### config.mk
export PLATFORM = sky130hd
export DESIGN_NAME = encoder_pulse_speed_meter_core
export DESIGN_NICKNAME = d
export VERILOG_FILES = /design/src/hdl/epsm_pkg.sv /design/src/hdl/epsm_smul.sv /design/src/hdl/epsm_sdiv.sv /design/src/hdl/encoder_pulse_speed_meter_core.sv
export SDC_FILE = /design/constraint.sdc
export NUM_CORES = 1
export LEC_CHECK = 0
export CAP_MARGIN = 10
export CORE_MARGIN = 2
export CORE_UTILIZATION = 64
export DETAILED_ROUTE_END_ITERATION = 6
export DONT_BUFFER_PORTS = 1
export PLACE_DENSITY = 0.85
export SYNTH_ARGS = -nofsm -noshare
export SYNTH_HDL_FRONTEND = slang
export SYNTH_SLANG_ARGS = --single-unit
### constraint.sdc
create_clock -name aclk -period 6.95 [get_ports aclk]
set_input_delay 0.695 -clock aclk [delete_from_list [all_inputs] [get_ports aclk]]
set_output_delay 0.695 -clock aclk [all_outputs]
set_load 0.02 [all_outputs]
### src/hdl/epsm_pkg.sv
// ----------------------------------------------------------------------------
// epsm_pkg: shared types and constants of the encoder pulse speed meter
// Field widths, register map, reset values and sizes of the bit-serial units.
// ----------------------------------------------------------------------------
`default_nettype none

package epsm_pkg;

    // Field widths.
    localparam int MS_W    = 16;
    localparam int CIRC_W  = 12;
    localparam int SLOT_W  = 8;
    localparam int ITEM_W  = 8;
    localparam int SPEED_W = 16;

    // Speed is reported in hundredths of cm/s from millimetres per millisecond.
    localparam int SCALE_W = 14;
    localparam logic [SCALE_W-1:0] CENTI_SCALE = 14'd10000;

    // Derived widths of the arithmetic units.
    localparam int K_W   = SCALE_W + CIRC_W;  // circumference * scale
    localparam int DEN_W = MS_W + SLOT_W;     // slot count * dt

    localparam int PULSE_COUNT_BITS_DEF = 32;

    // Register map.
    localparam int APB_ADDR_W = 4;
    localparam int APB_DATA_W = 32;

    typedef enum logic [1:0] {
        REG_INTERVAL = 2'd0,
        REG_TIMEOUT  = 2'd1,
        REG_CIRC     = 2'd2,
        REG_SLOTS    = 2'd3
    } reg_idx_t;

    localparam logic [MS_W-1:0]   INTERVAL_RST = 16'd50;
    localparam logic [MS_W-1:0]   TIMEOUT_RST  = 16'd500;
    localparam logic [CIRC_W-1:0] CIRC_RST     = 12'd100;
    localparam logic [SLOT_W-1:0] SLOTS_RST    = 8'd20;

    // One-hot sequencer states of the top level.
    typedef enum logic [4:0] {
        S_IDLE = 5'b00001,
        S_KMUL = 5'b00010,
        S_NMUL = 5'b00100,
        S_DIV  = 5'b01000,
        S_OUT  = 5'b10000
    } state_t;

endpackage : epsm_pkg

`default_nettype wire

### src/hdl/epsm_smul.sv
// ----------------------------------------------------------------------------
// epsm_smul: bit-serial unsigned multiplier
// Shift-add over the bits of b, least significant first, one bit per cycle.
// The product stays on prod after done until the next start.
// ----------------------------------------------------------------------------
`default_nettype none

module epsm_smul #(
    parameter int A_W = 14,
    parameter int B_W = 12
) (
    input  wire logic               aclk,
    input  wire logic               aresetn,
    input  wire logic               start,
    input  wire logic [A_W-1:0]     a,
    input  wire logic [B_W-1:0]     b,
    output logic                    done,
    output logic [A_W+B_W-1:0]      prod
);

    localparam int CNT_W = $clog2(B_W + 1);

    logic [A_W-1:0]   a_reg;
    logic [A_W-1:0]   hi_reg;
    logic [B_W-1:0]   lo_reg;
    logic [CNT_W-1:0] cnt_reg;
    logic             busy_reg;
    logic             done_reg;
    logic [A_W:0]     sum;

    // The low product bits move into the multiplier register as its bits retire.
    assign sum = {1'b0, hi_reg} + (lo_reg[0] ? {1'b0, a_reg} : {(A_W+1){1'b0}});

    always_ff @(posedge aclk) begin
        if (!aresetn) begin
            busy_reg <= 1'b0;
            done_reg <= 1'b0;
            cnt_reg  <= '0;
        end else begin
            done_reg <= 1'b0;
            if (start) begin
                busy_reg <= 1'b1;
                cnt_reg  <= '0;
            end else if (busy_reg) begin
                cnt_reg <= cnt_reg + CNT_W'(1);
                if (cnt_reg == CNT_W'(B_W - 1)) begin
                    busy_reg <= 1'b0;
                    done_reg <= 1'b1;
                end
            end
        end
    end

    always_ff @(posedge aclk) begin
        if (start) begin
            a_reg  <= a;
            hi_reg <= '0;
            lo_reg <= b;
        end else if (busy_reg) begin
            hi_reg <= sum[A_W:1];
            lo_reg <= {sum[0], lo_reg[B_W-1:1]};
        end
    end

    assign done = done_reg;
    assign prod = {hi_reg, lo_reg};

endmodule : epsm_smul

`default_nettype wire

### src/hdl/epsm_sdiv.sv
// ----------------------------------------------------------------------------
// epsm_sdiv: bit-serial restoring divider with saturating quotient
// One quotient bit per cycle, numerator most significant bit first. A quotient
// that does not fit in Q_W bits reads as all ones.
// ----------------------------------------------------------------------------
`default_nettype none

module epsm_sdiv #(
    parameter int N_W = 58,
    parameter int D_W = 24,
    parameter int Q_W = 16
) (
    input  wire logic           aclk,
    input  wire logic           aresetn,
    input  wire logic           start,
    input  wire logic [N_W-1:0] num,
    input  wire logic [D_W-1:0] den,
    output logic                done,
    output logic [Q_W-1:0]      quo
);

    localparam int CNT_W = $clog2(N_W + 1);

    logic [N_W-1:0]   n_reg;
    logic [D_W-1:0]   den_reg;
    logic [D_W-1:0]   r_reg;
    logic [Q_W-1:0]   q_reg;
    logic             sat_reg;
    logic [CNT_W-1:0] cnt_reg;
    logic             busy_reg;
    logic             done_reg;
    logic [D_W:0]     shifted;
    logic [D_W+1:0]   diff;
    logic             qbit;

    assign shifted = {r_reg, n_reg[N_W-1]};
    assign diff    = {1'b0, shifted} - {2'b00, den_reg};
    assign qbit    = ~diff[D_W+1];

    always_ff @(posedge aclk) begin
        if (!aresetn) begin
            busy_reg <= 1'b0;
            done_reg <= 1'b0;
            cnt_reg  <= '0;
        end else begin
            done_reg <= 1'b0;
            if (start) begin
                busy_reg <= 1'b1;
                cnt_reg  <= '0;
            end else if (busy_reg) begin
                cnt_reg <= cnt_reg + CNT_W'(1);
                if (cnt_reg == CNT_W'(N_W - 1)) begin
                    busy_reg <= 1'b0;
                    done_reg <= 1'b1;
                end
            end
        end
    end

    // The remainder stays below the divisor, so it fits in D_W bits.
    always_ff @(posedge aclk) begin
        if (start) begin
            n_reg   <= num;
            den_reg <= den;
            r_reg   <= '0;
            q_reg   <= '0;
            sat_reg <= 1'b0;
        end else if (busy_reg) begin
            n_reg   <= {n_reg[N_W-2:0], 1'b0};
            r_reg   <= qbit ? diff[D_W-1:0] : shifted[D_W-1:0];
            q_reg   <= {q_reg[Q_W-2:0], qbit};
            sat_reg <= sat_reg | q_reg[Q_W-1];
        end
    end

    assign done = done_reg;
    assign quo  = sat_reg ? {Q_W{1'b1}} : q_reg;

endmodule : epsm_sdiv

`default_nettype wire

### src/hdl/encoder_pulse_speed_meter_core.sv
// ----------------------------------------------------------------------------
// encoder_pulse_speed_meter_core: belt speed from encoder pulse counts
// Keeps the pulse total and time since the last speed computation, and works
// out delta * circumference * 10000 / (slots * dt) with bit-serial units.
//
//   Channel  Direction  Payload                                   Handshake
//   s_       in         elapsed_ms, new_pulses                    valid/ready
//   m_       out        speed_centi_cm_s, total_pulses, computed  valid/ready
//   apb      in         interval, timeout, circumference, slots   psel/penable
//
// A transaction that does not start a computation loads the result directly.
// One that does runs the circumference scaling, the pulse multiplier and the
// divider in turn, each one bit per cycle.
// Reset is synchronous and active low; it loads the register defaults and
// clears all counters. A stalled result holds off the next input transaction.
// ----------------------------------------------------------------------------
`default_nettype none

module encoder_pulse_speed_meter_core #(
    parameter int PULSE_COUNT_BITS = epsm_pkg::PULSE_COUNT_BITS_DEF
) (
    input  wire logic                              aclk,
    input  wire logic                              aresetn,

    input  wire logic                              s_valid,
    output logic                                   s_ready,
    input  wire logic [epsm_pkg::ITEM_W-1:0]       s_elapsed_ms,
    input  wire logic [epsm_pkg::ITEM_W-1:0]       s_new_pulses,

    output logic                                   m_valid,
    input  wire logic                              m_ready,
    output logic [epsm_pkg::SPEED_W-1:0]           m_speed_centi_cm_s,
    output logic [PULSE_COUNT_BITS-1:0]            m_total_pulses,
    output logic                                   m_computed,

    input  wire logic                              psel,
    input  wire logic                              penable,
    input  wire logic                              pwrite,
    input  wire logic [epsm_pkg::APB_ADDR_W-1:0]   paddr,
    input  wire logic [epsm_pkg::APB_DATA_W-1:0]   pwdata,
    output logic [epsm_pkg::APB_DATA_W-1:0]        prdata,
    output logic                                   pready
);

    import epsm_pkg::*;

    localparam int P     = PULSE_COUNT_BITS;
    localparam int NUM_W = K_W + P;

    // Configuration registers.
    logic [MS_W-1:0]   interval_reg;
    logic [MS_W-1:0]   timeout_reg;
    logic [CIRC_W-1:0] circ_reg;
    logic [SLOT_W-1:0] slots_reg;
    logic              cfg_write;

    // Measurement state.
    state_t            state_reg,       state_next;
    logic [P-1:0]      pulse_total_reg, pulse_total_next;
    logic [P-1:0]      at_calc_reg,     at_calc_next;
    logic [MS_W-1:0]   ms_reg,          ms_next;
    logic [SPEED_W-1:0] speed_reg,      speed_next;
    logic [P-1:0]      delta_reg,       delta_next;
    logic              den_ok_reg;

    // Output register.
    logic               m_valid_reg;
    logic [SPEED_W-1:0] m_speed_reg;
    logic [P-1:0]       m_total_reg;
    logic               m_computed_reg;
    logic               out_load;
    logic               out_computed;

    logic              accept;
    logic [MS_W:0]     ms_sum;
    logic [MS_W-1:0]   ms_sat;
    logic [P-1:0]      total_sum;
    logic              due;
    logic              slow;

    logic              k_start,  n_start,  d_start;
    logic              k_done,   den_done, n_done, d_done;
    logic [K_W-1:0]    k_prod;
    logic [DEN_W-1:0]  den_prod;
    logic [NUM_W-1:0]  num_prod;
    logic [SPEED_W-1:0] quo;

    // ------------------------------------------------------------------
    // Register port
    // ------------------------------------------------------------------
    assign pready    = 1'b1;
    assign cfg_write = psel & penable & pwrite;

    always_ff @(posedge aclk) begin
        if (!aresetn) begin
            interval_reg <= INTERVAL_RST;
            timeout_reg  <= TIMEOUT_RST;
            circ_reg     <= CIRC_RST;
            slots_reg    <= SLOTS_RST;
        end else if (cfg_write) begin
            unique case (paddr[3:2])
                REG_INTERVAL: interval_reg <= pwdata[MS_W-1:0];
                REG_TIMEOUT:  timeout_reg  <= pwdata[MS_W-1:0];
                REG_CIRC:     circ_reg     <= pwdata[CIRC_W-1:0];
                REG_SLOTS:    slots_reg    <= pwdata[SLOT_W-1:0];
                default:      ;
            endcase
        end
    end

    always_comb begin
        unique case (paddr[3:2])
            REG_INTERVAL: prdata = APB_DATA_W'(interval_reg);
            REG_TIMEOUT:  prdata = APB_DATA_W'(timeout_reg);
            REG_CIRC:     prdata = APB_DATA_W'(circ_reg);
            REG_SLOTS:    prdata = APB_DATA_W'(slots_reg);
            default:      prdata = '0;
        endcase
    end

    // ------------------------------------------------------------------
    // Arithmetic units
    // ------------------------------------------------------------------
    epsm_smul #(.A_W(SCALE_W), .B_W(CIRC_W)) u_kmul (
        .aclk    (aclk),
        .aresetn (aresetn),
        .start   (k_start),
        .a       (CENTI_SCALE),
        .b       (circ_reg),
        .done    (k_done),
        .prod    (k_prod)
    );

    epsm_smul #(.A_W(MS_W), .B_W(SLOT_W)) u_denmul (
        .aclk    (aclk),
        .aresetn (aresetn),
        .start   (k_start),
        .a       (ms_sat),
        .b       (slots_reg),
        .done    (den_done),
        .prod    (den_prod)
    );

    epsm_smul #(.A_W(K_W), .B_W(P)) u_nmul (
        .aclk    (aclk),
        .aresetn (aresetn),
        .start   (n_start),
        .a       (k_prod),
        .b       (delta_reg),
        .done    (n_done),
        .prod    (num_prod)
    );

    epsm_sdiv #(.N_W(NUM_W), .D_W(DEN_W), .Q_W(SPEED_W)) u_div (
        .aclk    (aclk),
        .aresetn (aresetn),
        .start   (d_start),
        .num     (num_prod),
        .den     (den_prod),
        .done    (d_done),
        .quo     (quo)
    );

    // ------------------------------------------------------------------
    // Sequencer
    // ------------------------------------------------------------------
    assign s_ready = (state_reg == S_IDLE) && (!m_valid_reg || m_ready);
    assign accept  = s_valid & s_ready;

    assign ms_sum    = {1'b0, ms_reg} + (MS_W+1)'(s_elapsed_ms);
    assign ms_sat    = ms_sum[MS_W] ? {MS_W{1'b1}} : ms_sum[MS_W-1:0];
    assign total_sum = pulse_total_reg + P'(s_new_pulses);
    assign due       = ms_sat >= interval_reg;
    assign slow      = ms_sat >= timeout_reg;

    always_comb begin
        state_next       = state_reg;
        pulse_total_next = pulse_total_reg;
        at_calc_next     = at_calc_reg;
        ms_next          = ms_reg;
        speed_next       = speed_reg;
        delta_next       = delta_reg;
        out_load         = 1'b0;
        out_computed     = 1'b0;
        k_start          = 1'b0;
        n_start          = 1'b0;
        d_start          = 1'b0;

        unique case (state_reg)
            S_IDLE: begin
                if (accept) begin
                    pulse_total_next = total_sum;
                    if (due) begin
                        at_calc_next = total_sum;
                        delta_next   = total_sum - at_calc_reg;
                        ms_next      = '0;
                        if (slow) begin
                            // Interval too long for a meaningful speed.
                            speed_next   = '0;
                            out_load     = 1'b1;
                            out_computed = 1'b1;
                        end else begin
                            k_start    = 1'b1;
                            state_next = S_KMUL;
                        end
                    end else begin
                        ms_next = ms_sat;
                        // No pulses since the last computation for too long.
                        if (total_sum == at_calc_reg && slow) begin
                            speed_next = '0;
                        end
                        out_load = 1'b1;
                    end
                end
            end
            S_KMUL: begin
                // The divisor product is shorter and is ready by now as well.
                if (k_done && den_ok_reg) begin
                    n_start    = 1'b1;
                    state_next = S_NMUL;
                end
            end
            S_NMUL: begin
                if (n_done) begin
                    if (den_prod == '0) begin
                        speed_next = (num_prod != '0) ? {SPEED_W{1'b1}} : '0;
                        state_next = S_OUT;
                    end else begin
                        d_start    = 1'b1;
                        state_next = S_DIV;
                    end
                end
            end
            S_DIV: begin
                if (d_done) begin
                    speed_next = quo;
                    state_next = S_OUT;
                end
            end
            S_OUT: begin
                if (!m_valid_reg || m_ready) begin
                    out_load     = 1'b1;
                    out_computed = 1'b1;
                    state_next   = S_IDLE;
                end
            end
            default: state_next = S_IDLE;
        endcase
    end

    always_ff @(posedge aclk) begin
        if (!aresetn) begin
            state_reg       <= S_IDLE;
            pulse_total_reg <= '0;
            at_calc_reg     <= '0;
            ms_reg          <= '0;
            speed_reg       <= '0;
            m_valid_reg     <= 1'b0;
            den_ok_reg      <= 1'b0;
        end else begin
            state_reg       <= state_next;
            pulse_total_reg <= pulse_total_next;
            at_calc_reg     <= at_calc_next;
            ms_reg          <= ms_next;
            speed_reg       <= speed_next;
            if (out_load) begin
                m_valid_reg <= 1'b1;
            end else if (m_ready) begin
                m_valid_reg <= 1'b0;
            end
            if (k_start) begin
                den_ok_reg <= 1'b0;
            end else if (den_done) begin
                den_ok_reg <= 1'b1;
            end
        end
    end

    always_ff @(posedge aclk) begin
        delta_reg <= delta_next;
        if (out_load) begin
            m_speed_reg    <= speed_next;
            m_total_reg    <= at_calc_next;
            m_computed_reg <= out_computed;
        end
    end

    assign m_valid            = m_valid_reg;
    assign m_speed_centi_cm_s = m_speed_reg;
    assign m_total_pulses     = m_total_reg;
    assign m_computed         = m_computed_reg;

endmodule : encoder_pulse_speed_meter_core

`default_nettype wire
==> run metrics <==
outcome finished clean; Vias ~21,000; Hold Path Depth 1; sequential share of power between 40% and 50%; Worst setup SP type register; Die H about 210 µm; htree depth 2; fin crit share around 83%; port bufs 0; RR Endpoint speed_reg[6]$_SDFF_PN0_; Cell Area, Synth ~28,000 µm²; Fmax around 0.17 GHz; power density cells between 300 and 400 nW/µm²; Hold Crit Start aresetn; post-route ant nets 0; Mapped Avg Cell Area ~9.5 µm²; Fillers 3,125; Pins Over Slew Limit 0; Comb pwr share 31.7%; master of the slowest instance on the critical path a2111oi_2; signal arrival time at the worst endpoint 6.32 ns; Setup Total Neg Slack 0 ns; Synth-to-Final Area Change 8.36%; Die ar. 44,900 µm²; fin util 69.9%; post-synthesis cell type count 92; CTS tree yes; final WL ~65 mm; multi-input logic area roughly 13,000 µm²; nets@finish between 3,000 and 4,000; CORE AREA 42,900 µm²; Max Cap Viol 0; register area share after synthesis between 40% and 50%; Synth async-reset ratio 0%; Post-synth EDFFs ~260; Tot GR Track Use slightly below 30%; CP cell instances ha_1 -> fa_1 -> a21o_1 -> a21oi_1 -> o21bai_1 -> a2111oi_2 -> or2_0 -> nor3_1 -> xor2_1 -> ha_1 -> and3_1 -> nand4_1 -> nor4_1 -> a31oi_4 -> o32ai_4 -> buf_4 -> o221ai_2 -> and2_1; net load switching power just over 4 mW; Hold Crit Endpoint speed_reg[0]$_SDFF_PN0_; max FFs per register 58; RSZ-0062 raised after global routing no; Skew-Pair Late Insertion Delay ~0.63 ns; buffers and inverters on the worst path 1; crit end category register; HPWL Detailed approximately 46 mm; CP delay by family, top compound AO/OA/AOI/OAI gates; CTS Hold Bufs 0; post-synthesis instance total 2,922; vias per cell approximately 6.0; critical path peak fanout 9; GPL Wtd Cong around 0.96; initial antenna violation count 1; largest net degree at the start of global routing just under 80; I/O Pins around 140; FF-to-FF path depth 18; CP Launch Point pulse_total_reg[0]$_SDFFE_PN0P_; Yosys reg bits around 540; worst slew pin tran 1.33 ns; vias in the first global route just over 20,000; reg-to-reg slack, setup 1.16 ns; critical path class register to register; layout cell share with drive strength beyond 1 just under 6%; clk sinks roughly 540; Max clock buf depth 3; endpoints failing setup 0; leakage ~12 nW; Slew Limit Headroom 11.0%; DRT iter0 DRCs about 1,800; Reg area 13,300 µm²; Synth Flop Type dfxtp_1; Crit path largest cell delay 0.61 ns; Final Hold Vio Count 0; Post-route DRC 0; switch share ~36%; Initial DRT Pass Iterations 6; cell mode on critical path ha_1; Initial Util roughly 65%; Num CTS Buffers 56; Rows 76; min cycle time layout around 5.8 ns; worst path required time about 7.5 ns; first-pass GRT wire length ~100 mm; n_diodes 0; internal power 7.37 mW; die width between 200 and 250 µm; clock-pin transition on the worst setup and hold timing paths roughly 0.060 ns; post-CTS sizing 0; Routed WL per cell about 19 µm; Clock power frac a little over a quarter; CTS root buf clkbuf_16; Warnings, synthesis 0; Post-CTS Setup Inserts 0; Worst Clk Skew around 0.021 ns; Overflow after GRT 0; VDD IR-drop max 0.273 mV; reg2reg start pulse_total_reg[0]$_SDFFE_PN0P_; min-delay worst type input port to register; total power between 10 and 15 mW
## logic make-up (layout without fill, tap and decap cells)
kind of cell	count (synthesis)	in the layout	synth area share [%]
xor gates and xnor gates	153	153	4.89
and+or+nand+nor	1181	1181	19.2
other	2	17	0.0271
DFF	537	537	48.1
muxes	93	93	3.78
AOI/OAI and AO/OA	513	513	12.3
adders and majority gates	162	162	7.49
buffers and inverters	281	268	4.15
## area by class of cell
cell class | count | area share (%)
sequential | 537 | 44.4
multi-input combinational | 2119 | 44.3
clock buffer | 76 | 5.20
tap | 585 | 2.44
inverter | 140 | 1.75
clock inverter | 30 | 1.26
timing repair buffer | 22 | 0.659
## cell usage after synthesis, types with 5 or more instances
cell type | number | area [µm²]
a2111oi_0 | 5 | 43.8
a211o_1 | 6 | 52.6
a211oi_1 | 19 | 143
a21o_1 | 49 | 368
a21oi_1 | 155 | 776
a31oi_1 | 22 | 138
and2_1 | 94 | 588
and3_1 | 15 | 93.8
and4_1 | 5 | 43.8
buf_1 | 5 | 18.8
buf_2 | 16 | 80.1
buf_4 | 17 | 128
clkbuf_1 | 101 | 379
dfxtp_1 | 280 | 5610
edfxtp_1 | 257 | 7720
fa_1 | 6 | 120
ha_1 | 156 | 1950
inv_1 | 137 | 514
mux2_2 | 12 | 135
mux2i_1 | 73 | 731
mux4_2 | 8 | 180
nand2_1 | 590 | 2210
nand2b_1 | 26 | 163
nand3_1 | 57 | 285
nand3b_1 | 10 | 75.1
nand4_1 | 34 | 213
nor2_1 | 225 | 845
nor2b_1 | 24 | 150
nor3_1 | 35 | 175
nor3b_1 | 6 | 45.0
nor4_1 | 27 | 169
o211ai_1 | 20 | 150
o21a_1 | 24 | 180
o21ai_0 | 102 | 510
o21ai_1 | 6 | 30.0
o21bai_1 | 16 | 120
o221ai_1 | 7 | 61.3
o221ai_2 | 10 | 150
o22ai_1 | 6 | 37.5
or2_2 | 5 | 31.3
or3_1 | 11 | 68.8
xnor2_1 | 92 | 806
xor2_1 | 60 | 526
## worst max path at each step
stage                                  endpoint  slack, ns  depth (start not counted)
floorplan                  m_computed$_DFFE_PP_       0.78                         19
global placement     u_kmul.lo_reg[9]$_DFFE_PP_       0.96                         19
detailed placement  u_kmul.lo_reg[11]$_DFFE_PP_       0.85                         19
CTS                    speed_reg[13]$_SDFF_PN0_       1.23                         18
global route         u_kmul.lo_reg[7]$_DFFE_PP_       0.69                         19
finish                  speed_reg[6]$_SDFF_PN0_       1.16                         18
## power by group through the flow
stage	clock network (mW)	registers, mW	logic (mW)
after floorplan	0	4.65	2.73
after global placement	0	4.79	3.39
after detailed placement	0	4.82	3.55
after CTS	3.15	4.76	3.59
after global routing	3.28	4.81	4.01
final	3.12	4.76	3.66
## cell usage in the layout (no fill, tap or decap), drive strengths merged, types with 7 or more instances in the layout
cell type,Yosys,layout
nand2b,26,26
nor3b,7,7
mux4,8,8
clkinv,0,16
a31oi,23,23
inv,140,147
nand3,57,57
nand3b,10,10
nor2b,24,24
a211oi,21,21
o211ai,20,20
o221ai,17,17
a21oi,155,155
xor2,60,60
o21a,24,24
and3,15,15
xnor2,92,92
a21o,49,49
o21ai,108,108
nor2,225,225
conb,2,17
and2,95,95
o21bai,16,16
ha,156,156
clkbuf,102,76
nor3,35,35
nand2,590,590
mux2i,73,73
mux2,12,12
dfxtp,280,280
or3,11,11
nand4,35,35
edfxtp,257,257
buf,39,22
nor4,28,28
## through the flow
step	area [µm²]	std cells	worst slack, ns	hold WS (ns)
after floorplan	27700	2937	0.777	0.411
after global placement	28000	3402	0.964	0.420
after CTS	30000	3508	1.23	0.171
after global routing	30000	3509	0.685	0.167
after detailed placement	28000	3402	0.846	0.424
final	30000	3509	1.16	0.187
## layer usage
| layer | vias up | global-route usage (%) | wire length [µm] | share of wire (%) |
|---|---|---|---|---|
| li1 | 10100 | - | - | - |
| met1 | 10100 | 38.7 | 28000 | 43 |
| met2 | 747 | 47.6 | 30900 | 47 |
| met3 | 142 | 5.37 | 4500 | 6.9 |
| met4 | 0 | 9.69 | 1890 | 2.9 |
| met5 | - | 0 | 0 | 0 |
Note: power is estimated with default switching activity, not from simulation.
